--- src/design/ccls_pkg.sv ---
// Shared types, widths and constants for the color sensor classifier.
`default_nettype none
package ccls_pkg;

  localparam int PERIOD_W = 24;
  localparam int LVL_W    = 10;
  localparam int PROD_W   = PERIOD_W + LVL_W;
  localparam int DIV_CNT_W = $clog2(LVL_W);
  localparam int NCHAN    = 4;
  localparam int CH_W     = $clog2(NCHAN);
  localparam int ADDR_W   = 5;
  localparam int DATA_W   = 32;

  localparam logic [LVL_W-1:0] FULL_SCALE = LVL_W'(1000);

  localparam logic [CH_W-1:0] CH_RED   = CH_W'(0);
  localparam logic [CH_W-1:0] CH_WHITE = CH_W'(1);
  localparam logic [CH_W-1:0] CH_BLUE  = CH_W'(2);
  localparam logic [CH_W-1:0] CH_GREEN = CH_W'(3);
  localparam logic [CH_W-1:0] CH_LAST  = CH_W'(NCHAN - 1);

  localparam logic [2:0] REG_DARK_LIMIT         = 3'd0;
  localparam logic [2:0] REG_BROWN_LIMIT        = 3'd1;
  localparam logic [2:0] REG_GLOW_LIMIT         = 3'd2;
  localparam logic [2:0] REG_PURPLE_RED_LIMIT   = 3'd3;
  localparam logic [2:0] REG_YELLOW_WHITE_LIMIT = 3'd4;
  localparam logic [2:0] REG_ORANGE_RED_LIMIT   = 3'd5;
  localparam logic [2:0] REG_RED_GREEN_LIMIT    = 3'd6;

  localparam logic [LVL_W-1:0] DARK_RESET         = LVL_W'(100);
  localparam logic [LVL_W-1:0] BROWN_RESET        = LVL_W'(350);
  localparam logic [LVL_W-1:0] GLOW_RESET         = LVL_W'(950);
  localparam logic [LVL_W-1:0] PURPLE_RED_RESET   = LVL_W'(550);
  localparam logic [LVL_W-1:0] YELLOW_WHITE_RESET = LVL_W'(450);
  localparam logic [LVL_W-1:0] ORANGE_RED_RESET   = LVL_W'(780);
  localparam logic [LVL_W-1:0] RED_GREEN_RESET    = LVL_W'(400);

  typedef logic [PERIOD_W-1:0] period_t;
  typedef logic [LVL_W-1:0]    level_t;

  localparam period_t LO_RESET [NCHAN] = '{
    PERIOD_W'(7716), PERIOD_W'(5692), PERIOD_W'(8436), PERIOD_W'(9816)
  };
  localparam period_t HI_RESET [NCHAN] = '{
    PERIOD_W'(578736), PERIOD_W'(215144), PERIOD_W'(744488), PERIOD_W'(744660)
  };

  typedef enum logic [3:0] {
    CLS_BLACK  = 4'd0,
    CLS_BROWN  = 4'd1,
    CLS_GLOW   = 4'd2,
    CLS_GREEN  = 4'd3,
    CLS_PURPLE = 4'd4,
    CLS_BLUE   = 4'd5,
    CLS_YELLOW = 4'd6,
    CLS_ORANGE = 4'd7,
    CLS_GREY   = 4'd8,
    CLS_RED    = 4'd9,
    CLS_PINK   = 4'd10
  } color_class_t;

  typedef enum logic [2:0] {
    ST_IDLE,
    ST_BOUND,
    ST_PREP,
    ST_START,
    ST_DIV,
    ST_OUT
  } seq_state_t;

endpackage
`default_nettype wire

--- src/design/ccls_div.sv ---
// Restoring divider, one quotient bit per cycle, for the level scaling.
`default_nettype none
module ccls_div
  import ccls_pkg::*;
(
  input  wire logic                 clk,
  input  wire logic                 rst_n,
  input  wire logic                 start,
  input  wire logic [PROD_W-1:0]    dividend,
  input  wire logic [PERIOD_W-1:0]  divisor,
  output logic                      done,
  output logic [LVL_W-1:0]          quotient
);

  logic                 busy_r;
  logic                 done_r;
  logic [DIV_CNT_W-1:0] cnt_r;
  logic [PROD_W-1:0]    rem_r;
  logic [PROD_W-1:0]    dsh_r;
  logic [LVL_W-1:0]     q_r;
  logic                 ge;

  // The quotient is known to stay below 2**LVL_W, so the divisor starts
  // aligned to the top quotient bit.
  assign ge = (rem_r >= dsh_r);

  always_ff @(posedge clk) begin
    if (!rst_n) begin
      busy_r <= 1'b0;
      done_r <= 1'b0;
      cnt_r  <= '0;
    end else begin
      done_r <= 1'b0;
      if (start) begin
        busy_r <= 1'b1;
        cnt_r  <= '0;
      end else if (busy_r) begin
        cnt_r <= cnt_r + DIV_CNT_W'(1);
        if (cnt_r == DIV_CNT_W'(LVL_W - 1)) begin
          busy_r <= 1'b0;
          done_r <= 1'b1;
        end
      end
    end
  end

  always_ff @(posedge clk) begin
    if (start) begin
      rem_r <= dividend;
      dsh_r <= PROD_W'({divisor, {(LVL_W-1){1'b0}}});
      q_r   <= '0;
    end else if (busy_r) begin
      if (ge) begin
        rem_r <= rem_r - dsh_r;
      end
      dsh_r <= dsh_r >> 1;
      q_r   <= {q_r[LVL_W-2:0], ge};
    end
  end

  assign done     = done_r;
  assign quotient = q_r;

endmodule
`default_nettype wire

--- src/design/color_sensor_classifier_core.sv ---
// Top level of the color sensor classifier: bounds, sequencer, classifier, register port.
// Each channel passes through bound, prepare and start, ten divider steps and done.
// One word is in work at a time; in_stall is high while a word is in work.
// Reset (synchronous, rst_n low) restores calibration bounds and limit registers.
// A finished result waits in the output register while the next word is taken.
`default_nettype none
module color_sensor_classifier_core
  import ccls_pkg::*;
(
  input  wire logic                clk,
  input  wire logic                rst_n,
  // input channel
  input  wire logic                in_valid,
  output logic                     in_stall,
  input  wire logic [PERIOD_W-1:0] in_period_red,
  input  wire logic [PERIOD_W-1:0] in_period_white,
  input  wire logic [PERIOD_W-1:0] in_period_blue,
  input  wire logic [PERIOD_W-1:0] in_period_green,
  // result channel
  output logic                     out_valid,
  input  wire logic                out_stall,
  output logic [LVL_W-1:0]         out_level_red,
  output logic [LVL_W-1:0]         out_level_white,
  output logic [LVL_W-1:0]         out_level_blue,
  output logic [LVL_W-1:0]         out_level_green,
  output logic [3:0]               out_color_class,
  // configuration port
  input  wire logic                psel,
  input  wire logic                penable,
  input  wire logic                pwrite,
  input  wire logic [ADDR_W-1:0]   paddr,
  input  wire logic [DATA_W-1:0]   pwdata,
  output logic [DATA_W-1:0]        prdata,
  output logic                     pready
);

  // Limit registers.
  level_t dark_r, brown_r, glow_r, purple_red_r, yellow_white_r, orange_red_r, red_green_r;
  logic   cfg_wr;
  logic [2:0] cfg_idx;

  // Sequencer and datapath state.
  seq_state_t state_r, state_nxt;
  logic [CH_W-1:0] ch_r;
  period_t per_r [NCHAN];
  period_t lo_r  [NCHAN];
  period_t hi_r  [NCHAN];
  level_t  lvl_r [NCHAN];
  period_t diff_r, span_r;
  period_t p_cur, lo_cur, hi_cur;

  // Divider hookup.
  logic               div_start;
  logic               div_done;
  logic [PROD_W-1:0]  dividend;
  level_t             quot;
  level_t             level_nxt;

  // Output register.
  logic         out_valid_r;
  level_t       out_lvl_r [NCHAN];
  color_class_t out_class_r;
  color_class_t class_nxt;
  logic         out_load;

  // ---------------------------------------------------------------------
  // Configuration port. Writes complete in the access phase; pready is
  // tied high so there are never wait states. Index seven is ignored.
  // ---------------------------------------------------------------------
  assign pready  = 1'b1;
  assign cfg_wr  = psel && penable && pwrite;
  assign cfg_idx = paddr[4:2];

  always_ff @(posedge clk) begin
    if (!rst_n) begin
      dark_r         <= DARK_RESET;
      brown_r        <= BROWN_RESET;
      glow_r         <= GLOW_RESET;
      purple_red_r   <= PURPLE_RED_RESET;
      yellow_white_r <= YELLOW_WHITE_RESET;
      orange_red_r   <= ORANGE_RED_RESET;
      red_green_r    <= RED_GREEN_RESET;
    end else if (cfg_wr) begin
      unique case (cfg_idx)
        REG_DARK_LIMIT:         dark_r         <= pwdata[LVL_W-1:0];
        REG_BROWN_LIMIT:        brown_r        <= pwdata[LVL_W-1:0];
        REG_GLOW_LIMIT:         glow_r         <= pwdata[LVL_W-1:0];
        REG_PURPLE_RED_LIMIT:   purple_red_r   <= pwdata[LVL_W-1:0];
        REG_YELLOW_WHITE_LIMIT: yellow_white_r <= pwdata[LVL_W-1:0];
        REG_ORANGE_RED_LIMIT:   orange_red_r   <= pwdata[LVL_W-1:0];
        REG_RED_GREEN_LIMIT:    red_green_r    <= pwdata[LVL_W-1:0];
        default: ;
      endcase
    end
  end

  always_comb begin
    unique case (cfg_idx)
      REG_DARK_LIMIT:         prdata = DATA_W'(dark_r);
      REG_BROWN_LIMIT:        prdata = DATA_W'(brown_r);
      REG_GLOW_LIMIT:         prdata = DATA_W'(glow_r);
      REG_PURPLE_RED_LIMIT:   prdata = DATA_W'(purple_red_r);
      REG_YELLOW_WHITE_LIMIT: prdata = DATA_W'(yellow_white_r);
      REG_ORANGE_RED_LIMIT:   prdata = DATA_W'(orange_red_r);
      REG_RED_GREEN_LIMIT:    prdata = DATA_W'(red_green_r);
      default:                prdata = '0;
    endcase
  end

  // ---------------------------------------------------------------------
  // Sequencer. For each channel in turn: widen the bounds, form the
  // offset and span, start the divider, then write the level when the
  // divider reports done. After the last channel the result word is
  // loaded into the output register once that register is free.
  // ---------------------------------------------------------------------
  always_ff @(posedge clk) begin
    if (!rst_n) begin
      state_r <= ST_IDLE;
    end else begin
      state_r <= state_nxt;
    end
  end

  always_comb begin
    state_nxt = state_r;
    in_stall  = 1'b1;
    div_start = 1'b0;
    out_load  = 1'b0;
    unique case (state_r)
      ST_IDLE: begin
        in_stall = 1'b0;
        if (in_valid) begin
          state_nxt = ST_BOUND;
        end
      end
      ST_BOUND: state_nxt = ST_PREP;
      ST_PREP:  state_nxt = ST_START;
      ST_START: begin
        div_start = 1'b1;
        state_nxt = ST_DIV;
      end
      ST_DIV: begin
        if (div_done) begin
          state_nxt = (ch_r == CH_LAST) ? ST_OUT : ST_BOUND;
        end
      end
      ST_OUT: begin
        // The previous result must have left before this one is loaded.
        if (!(out_valid_r && out_stall)) begin
          out_load  = 1'b1;
          state_nxt = ST_IDLE;
        end
      end
      default: state_nxt = ST_IDLE;
    endcase
  end

  always_ff @(posedge clk) begin
    if (!rst_n) begin
      ch_r <= '0;
    end else if (state_r == ST_IDLE) begin
      ch_r <= '0;
    end else if (state_r == ST_DIV && div_done) begin
      ch_r <= ch_r + CH_W'(1);
    end
  end

  // Captured input word.
  always_ff @(posedge clk) begin
    if (state_r == ST_IDLE && in_valid) begin
      per_r[CH_RED]   <= in_period_red;
      per_r[CH_WHITE] <= in_period_white;
      per_r[CH_BLUE]  <= in_period_blue;
      per_r[CH_GREEN] <= in_period_green;
    end
  end

  assign p_cur  = per_r[ch_r];
  assign lo_cur = lo_r[ch_r];
  assign hi_cur = hi_r[ch_r];

  // Calibration bounds only ever widen, so lower stays below upper.
  always_ff @(posedge clk) begin
    if (!rst_n) begin
      for (int k = 0; k < NCHAN; k++) begin
        lo_r[k] <= LO_RESET[k];
        hi_r[k] <= HI_RESET[k];
      end
    end else if (state_r == ST_BOUND) begin
      if (p_cur < lo_cur) begin
        lo_r[ch_r] <= p_cur;
      end
      if (p_cur > hi_cur) begin
        hi_r[ch_r] <= p_cur;
      end
    end
  end

  always_ff @(posedge clk) begin
    if (state_r == ST_PREP) begin
      diff_r <= p_cur - lo_cur;
      span_r <= hi_cur - lo_cur;
    end
  end

  // The offset times full scale is taken into the divider's remainder
  // register at start, so the multiply has a register right after it.
  assign dividend = PROD_W'(diff_r) * PROD_W'(FULL_SCALE);

  ccls_div u_div (
    .clk      (clk),
    .rst_n    (rst_n),
    .start    (div_start),
    .dividend (dividend),
    .divisor  (span_r),
    .done     (div_done),
    .quotient (quot)
  );

  // A channel whose bounds coincide reads as level zero.
  always_comb begin
    if (span_r == '0 || quot > FULL_SCALE) begin
      level_nxt = '0;
    end else begin
      level_nxt = FULL_SCALE - quot;
    end
  end

  always_ff @(posedge clk) begin
    if (state_r == ST_DIV && div_done) begin
      lvl_r[ch_r] <= level_nxt;
    end
  end

  // ---------------------------------------------------------------------
  // Decision tree over the four levels, checked in priority order.
  // ---------------------------------------------------------------------
  always_comb begin
    level_t r, w, b, g;
    r = lvl_r[CH_RED];
    w = lvl_r[CH_WHITE];
    b = lvl_r[CH_BLUE];
    g = lvl_r[CH_GREEN];
    priority if (r <= dark_r && w <= dark_r && b <= dark_r && g <= dark_r) begin
      class_nxt = CLS_BLACK;
    end else if (r <= brown_r && w <= brown_r && b <= brown_r && g <= brown_r) begin
      class_nxt = CLS_BROWN;
    end else if (r >= glow_r && w >= glow_r && b >= glow_r && g >= glow_r) begin
      class_nxt = CLS_GLOW;
    end else if (g > b && g > r) begin
      class_nxt = CLS_GREEN;
    end else if (b > g && b > r) begin
      class_nxt = (r > purple_red_r) ? CLS_PURPLE : CLS_BLUE;
    end else if (w < r && w < b && w < g) begin
      if (w < yellow_white_r) begin
        class_nxt = CLS_YELLOW;
      end else if (r > orange_red_r) begin
        class_nxt = CLS_ORANGE;
      end else begin
        class_nxt = CLS_GREY;
      end
    end else begin
      class_nxt = (g < red_green_r) ? CLS_RED : CLS_PINK;
    end
  end

  // ---------------------------------------------------------------------
  // Output register.
  // ---------------------------------------------------------------------
  always_ff @(posedge clk) begin
    if (!rst_n) begin
      out_valid_r <= 1'b0;
    end else if (out_load) begin
      out_valid_r <= 1'b1;
    end else if (!out_stall) begin
      out_valid_r <= 1'b0;
    end
  end

  always_ff @(posedge clk) begin
    if (out_load) begin
      for (int k = 0; k < NCHAN; k++) begin
        out_lvl_r[k] <= lvl_r[k];
      end
      out_class_r <= class_nxt;
    end
  end

  assign out_valid       = out_valid_r;
  assign out_level_red   = out_lvl_r[CH_RED];
  assign out_level_white = out_lvl_r[CH_WHITE];
  assign out_level_blue  = out_lvl_r[CH_BLUE];
  assign out_level_green = out_lvl_r[CH_GREEN];
  assign out_color_class = out_class_r;

endmodule
`default_nettype wire
--- config.mk ---
export PLATFORM = sky130hd
export DESIGN_NAME = color_sensor_classifier_core
export DESIGN_NICKNAME = d
export VERILOG_FILES = /design/src/design/ccls_pkg.sv /design/src/design/ccls_div.sv /design/src/design/color_sensor_classifier_core.sv
export SDC_FILE = /design/constraint.sdc
export NUM_CORES = 1
export LEC_CHECK = 0
export ABC_AREA = 1
export BUFFER_PORTS_ARGS = -buffer_cell sky130_fd_sc_hd__buf_2
export CORE_MARGIN = 2
export CORE_UTILIZATION = 45
export DETAILED_ROUTE_END_ITERATION = 16
export PLACE_DENSITY = 0.67
export SETUP_SLACK_MARGIN = 0.2
export SYNTH_ARGS = -nofsm -noshare
export SYNTH_HDL_FRONTEND = slang
export SYNTH_SLANG_ARGS = --single-unit
--- constraint.sdc ---
create_clock -name clk -period 11.44 [get_ports clk]
set_input_delay 2.288 -clock clk [delete_from_list [all_inputs] [get_ports clk]]
set_output_delay 2.288 -clock clk [all_outputs]
set_load 0.02 [all_outputs]
==> metrics.cfg, run 1 <==
[logic_synthesis]
yosys_warnings=0
avgSynthCellArea_um2=9.29
synth_seq_cells=581
synth_top_area_share_pct=38.3
synthArstFlopShare_pct=0
yosysTopAreaCell=edfxtp_1
dominantRegCellSynth=edfxtp_1
netlist_area_um2=37300
syn-instance-count=4012
synth_cell_types=64
synth_area_leaders=edfxtp_1 (38%), ha_1 (13%), nand2_1 (7.5%)
ys_seq_area_share_pct=44.0
synth-edff-count=475

[floorplan]
die_width_um=292
initial_core_util_pct=45.5
die_h_um=292
die_area_um2=85100
core_um2=82000
rows=105
ios=219

[final_layout]
layout.cells.non_filler=5306
areaGrowthSynthToFinish_pct=11.0
regArea_um2=16400
fillers=7696
mostFrequentLayoutCells=nand2_1 (745), inv_1 (523), edfxtp_1 (475)
final_common_cell=nand2_1
drive_above_1_share_pct=8.81
final_nets=4809
multi_input_area_um2=18400

[placement]
dp_hpwl_um=76200
dp.cells=5187
portBuffers=171
place_congestion=0.959

[timing]
setup_tns_ns=0
finalHoldViolCount=0
hold-worst-slack_ns=0.466
clock_skew_ns=0.0626
rsz0062_at_grt=false
max_freq_mhz=165
tightest_slew_ns=1.22
maxSlewHeadroom_pct=18.1
period_share_pct=53.0
setup-violations-final=0
finalMaxSlewViolations=0
min_period_ns=6.06

[clocking]
root_buffer=clkbuf_16
h-tree-depth=3
cts_sinks=581
cts_tree=built
clk_path_buf_depth=3
cts_resized=0
clock_latency_ns=0.64
cts_setup_buffers=0
cts_hold_buf=0
numCtsBuffers=66
path_clk_slew_ns=0.05

[grt]
grt_overflow=0
grt_pass1_wl_um=160000
grtUsageTotal_pct=24.2
grt_max_degree=83
antenna_found_initial=2
grt_pass1_vias=28248

[critical_path]
cp_data_required_time_ns=9.15
cp_slowest_stage_delay_ns=0.28
worstSetupEndpointType=primary output
path_cells=buf_2 > inv_2 > nand2_1 > inv_1 > nand2_1 > o21ai_0 > a211oi_1 > o221ai_1 > buf_2
critPathKind=input pin to primary output
slowest_stage=a211oi_1
start_kind=input pin
path_max_fanout=7
worstPathArrival_ns=3.77

[route]
drt_iter0_markers=2623
drt-total-wl_um=104000
wl_per_cell_um=19.5
post-route-drc-count=0
drtAntennaViolNets=0
vias=29318
drtPass1Iterations=6
routed_via_density=5.53

[status]
outcome=complete, no violations

[power]
pwr-share-comb_pct=36.7
power_density_nw_per_um2=174
peakVddDrop_v=0.000160
power_frac_seq_pct=34.5
p_int_mw=4.50
power.switching_mw=2.69
p_sw_share_pct=37.4
cellLeakagePower_nw=18.1
clkPwrFrac_pct=28.8

[run]
maxCapViolations=0

[hold_path]
min_path_type=flop to flop

final timing paths:
kind / to / cells after the start / startpoint / slack, ns
max: prdata[7] / 9 / paddr[4] / 5.38
min: u_div.rem_r[0] / 2 / u_div.rem_r[0] / 0.47
max reg2reg: hi_r[1][8] / 17 / flop / 5.40
min reg2reg: u_div.rem_r[0] / 2 / u_div.rem_r[0] / 0.47
cells in the mapped netlist (all sizes together) (37+ instances only):
cell,instances
inv,535
nand3,112
a32oi,47
o211ai,38
fa,89
nor2,393
a21oi,357
clkbuf,51
ha,395
nor3,44
xor2,37
buf,65
nand2,752
o21ai,202
nand4,46
dfxtp,106
edfxtp,475
xnor2,44
through the flow:
| step | power [mW] | utilization (%) | setup slack (ns) | instance area, um2 |
|---|---|---|---|---|
| final | 7.20 | 50.4 | 5.38 | 41400 |
| after global routing | 7.68 | 50.4 | 5.02 | 41400 |
| after CTS | 7.22 | 50.4 | 5.39 | 41400 |
| after detailed placement | 5.13 | 47.8 | 5.41 | 39200 |
| after global placement | 5.12 | 47.8 | 5.40 | 39200 |
| after floorplan | 4.46 | - | 4.60 | 37300 |
power groups by stage:
| stage | Clock [mW] | Combinational, mW | Sequential, mW |
|---|---|---|---|
| finish | 2.07 | 2.64 | 2.48 |
| global route | 2.19 | 3.00 | 2.49 |
| CTS | 2.11 | 2.63 | 2.48 |
| detailed placement | 0 | 2.61 | 2.53 |
| global placement | 0 | 2.60 | 2.52 |
| floorplan | 0 | 1.94 | 2.52 |
registers in the layout (all words and copies together), names as in the netlist, 24 cells and up, named ones only:
register / count
hi_r: 96
out_lvl_r: 40
diff_r: 24
per_r: 96
lo_r: 96
span_r: 24
u_div.dsh_r: 33
lvl_r: 40
u_div.rem_r: 34
cell type report:
cell class | count | area share, %
clock inverters | 24 | 0.747
clock buffers | 93 | 4.44
inverters | 539 | 4.90
well taps | 1070 | 3.24
repair buffers | 200 | 2.60
diodes | 2 | 0.0121
multi-input cells | 2797 | 44.4
flip-flops and latches | 581 | 39.6
layer usage:
layer  routed length [um]  GRT usage (%)  part of all wire [%]
met1                44900           32.5                    43
met2                47500           39.7                    46
met3                 7540           3.65                   7.3
met4                 3780           8.85                   3.6
met5                    0              0                     0
cell families (layout without fill, tap and decap cells):
family / Yosys count / in the layout / synth area share, %
other cells: 2 / 25 / 0.0202
compound gates: 827 / 827 / 13.5
flops: 581 / 581 / 44.0
buf+inv: 655 / 856 / 7.03
xor+xnor: 81 / 81 / 1.90
simple gates: 1382 / 1382 / 15.5
fa+ha+maj: 484 / 484 / 18.0
critical path, delay by kind of cell:
family / cells / cell delay, ns
simple gates: 2 / 0.32
compound gates: 3 / 0.55
buf+inv: 4 / 0.60
Note: power is estimated with default switching activity, not from simulation.
==> inputs of run 2 (changes only) <==
--- a/config.mk
+++ b/config.mk
@@ -10,7 +10,7 @@
 export CORE_MARGIN = 2
 export CORE_UTILIZATION = 45
 export DETAILED_ROUTE_END_ITERATION = 16
-export PLACE_DENSITY = 0.67
+export PLACE_DENSITY = 0.69
 export SETUP_SLACK_MARGIN = 0.2
 export SYNTH_ARGS = -nofsm -noshare
 export SYNTH_HDL_FRONTEND = slang
==> constraint.sdc (replaced) <==
create_clock -name clk -period 5.3 [get_ports clk]
set_input_delay 1.06 -clock clk [delete_from_list [all_inputs] [get_ports clk]]
set_output_delay 1.06 -clock clk [all_outputs]
set_load 0.02 [all_outputs]
==> metrics.cfg, run 2 (same netlist as run 1, synthesis figures left out) <==
[status]
outcome=complete, no violations  ; unchanged

[timing]
min_period_ns=4.86
setup_tns_ns=0  ; unchanged
tightest_slew_ns=1.20  ; was 1.22 ns
period_share_pct=91.8
clock_skew_ns=0.0481  ; was 0.0626 ns
maxSlewHeadroom_pct=19.6  ; was 18.1%
finalHoldViolCount=0  ; unchanged
rsz0062_at_grt=false  ; unchanged
finalMaxSlewViolations=0  ; unchanged
setup-violations-final=0  ; unchanged
worst_slack_ns=0.435  ; was 5.38 ns
max_freq_mhz=206

[grt]
grt_max_degree=77  ; was 83
grt_pass1_vias=28707  ; was 28248
antenna_found_initial=2  ; unchanged
grt_pass1_wl_um=163000  ; was 160000 um
grtUsageTotal_pct=24.7  ; was 24.2%
grt_overflow=0  ; unchanged

[critical_path]
path_delay_family=adder cells  ; was buffers and inverters
crit_start=diff_r[12]  ; was paddr[4]
start_kind=flop  ; was input pin
worst_r2r_startpoint=diff_r[12]
path_cells=inv_1 > fa_1 > fa_1 > fa_1 > fa_1 > inv_1 > ha_1 > nand2_1 > nor2_1 > inv_1 > nor3_1 > nand4_1 > o2111ai_1 > a21oi_1 > o21ai_0 > o21ai_0  ; was buf_2 > inv_2 > nand2_1 > inv_1 > nand2_1 > o21ai_0 > a211oi_1 > o221ai_1 > buf_2
critPathKind=flop to flop  ; was input pin to primary output
reg2reg_depth=16  ; was 17
r2r-end=u_div.rem_r[26]  ; was hi_r[1][8]
timing.critical_path.to=u_div.rem_r[26]  ; was prdata[7]
cp_num_buf_inv=3  ; was 4
cp_data_required_time_ns=5.61  ; was 9.15 ns
worstPathArrival_ns=5.17  ; was 3.77 ns
cp_slowest_stage_delay_ns=0.52  ; was 0.28 ns
cp_common_cell=fa_1
reg2reg_slack_ns=0.44  ; was 5.40 ns
cp_num_cells=16  ; was 9
path_max_fanout=4  ; was 7
worstSetupEndpointType=flop  ; was primary output
slowest_stage=fa_1  ; was a211oi_1

[final_layout]
fillers=7570  ; was 7696
drive_above_1_share_pct=9.66  ; was 8.81%
final_area_um2=41600  ; was 41400 um2
finish.utilization_pct=50.8  ; was 50.4%
regArea_um2=16400  ; unchanged
top_regs=hi_r (96), lo_r (96), per_r (96)  ; unchanged
final_common_cell=nand2_1  ; unchanged
areaGrowthSynthToFinish_pct=11.8  ; was 11.0%
mostFrequentLayoutCells=nand2_1 (744), inv_1 (522), edfxtp_1 (475)  ; was nand2_1 (745), inv_1 (523), edfxtp_1 (475)
multi_input_area_um2=18400  ; about the same
final_nets=4836  ; was 4809

[run]
maxCapViolations=0  ; unchanged

[clocking]
cts_tree=built  ; unchanged
root_buffer=clkbuf_16  ; unchanged
numCtsBuffers=66  ; unchanged
clk_path_buf_depth=3  ; unchanged
cts_sinks=581  ; unchanged
clock_latency_ns=0.64  ; about the same
path_clk_slew_ns=0.06  ; was 0.05 ns
cts_hold_buf=0  ; unchanged
cts_setup_buffers=0  ; unchanged
h-tree-depth=3  ; unchanged

[route]
top_layer=met4  ; unchanged
met1Wirelength_um=46000  ; was 44900 um
wl_per_cell_um=19.6  ; was 19.5 um
routed_via_density=5.54  ; was 5.53
post-route-drc-count=0  ; unchanged
drtPass1Iterations=6  ; unchanged
drtAntennaViolNets=0  ; unchanged
wl_met3_um=7910  ; was 7540 um
drt-total-wl_um=105000  ; was 104000 um
drt_iter0_markers=2494  ; was 2623
vias=29569  ; was 29318
route.met2.wl_um=47000  ; was 47500 um

[floorplan]
die_h_um=292  ; unchanged
rows=105  ; unchanged
core_um2=82000  ; unchanged
ios=219  ; unchanged
die_width_um=292  ; unchanged
die_area_um2=85100  ; unchanged
initial_core_util_pct=45.5  ; unchanged

[placement]
portBuffers=171  ; unchanged
place_worst_setup_slack_ns=0.518  ; was 5.41 ns
place_congestion=0.944  ; was 0.959
dp_hpwl_um=76400  ; was 76200 um
postPlaceCellArea_um2=39500  ; was 39200 um2

[power]
cellLeakagePower_nw=18.2  ; was 18.1 nW
p_total_mw=15.7  ; was 7.20 mW
peakVddDrop_v=0.000326  ; was 0.000160 V
power_density_nw_per_um2=378  ; was 174 nW/um2

[hold_path]
min_path_type=flop to flop  ; unchanged

[run 2: worst min path at each step]
stage | start | end | slack, ns | cells past startpoint
CTS | u_div.rem_r[0] | u_div.rem_r[0] | 0.47 | 2
finish | u_div.rem_r[0] | u_div.rem_r[0] | 0.47 | 2
global route | u_div.rem_r[2] | u_div.rem_r[2] | 0.50 | 2
global placement | u_div.rem_r[0] | u_div.rem_r[0] | 0.45 | 2
floorplan | u_div.dsh_r[0] | u_div.dsh_r[0] | 0.44 | 2
detailed placement | u_div.rem_r[0] | u_div.rem_r[0] | 0.46 | 2
[run 2: per-stage QoR]
stage,hold WS (ns),std cells
6_report,0.468,5335
4_1_cts,0.471,5333
5_1_grt,0.503,5335
2_1_floorplan,0.438,4033
3_5_place_dp,0.463,5214
3_3_place_gp,0.454,5214
[run 2: tightest hold or removal path: cells and delay by family, from the launching register on]
| family | cells | cell delay (ns) |
|---|---|---|
| simple gates | 2 | 0.11 |
| flops | 1 | 0.31 |
[run 2: where the power goes]
group / internal [mW] / switching, mW
sequential: 5.25 / 0.0972
clock: 2.50 / 2.04
combinational: 1.99 / 3.85
total: 9.74 / 5.98
[run 2: cell type report]
| type | count | area share (%) |
|---|---|---|
| inverters | 539 | 4.87 |
| clock buffers | 82 | 4.18 |
| well taps | 1070 | 3.21 |
| diodes | 2 | 0.0120 |
| multi-input cells | 2797 | 44.2 |
| repair buffers | 227 | 3.18 |
| flip-flops and latches | 581 | 39.4 |
| clock inverters | 37 | 1.02 |
[run 2: metal layers]
metal	up-vias	track usage, %
met5	-	0
met3	217	3.94
met2	1040	38.9
li1	14210	-
met4	0	9.48
met1	14102	34.3
[run 2: timing repair]
| action | in CTS | in global routing |
|---|---|---|
| hold endpoints to repair | 0 | 0 |
| endpoints found under the setup margin | 0 | 2 |
| gates resized for setup | 0 | 3 |
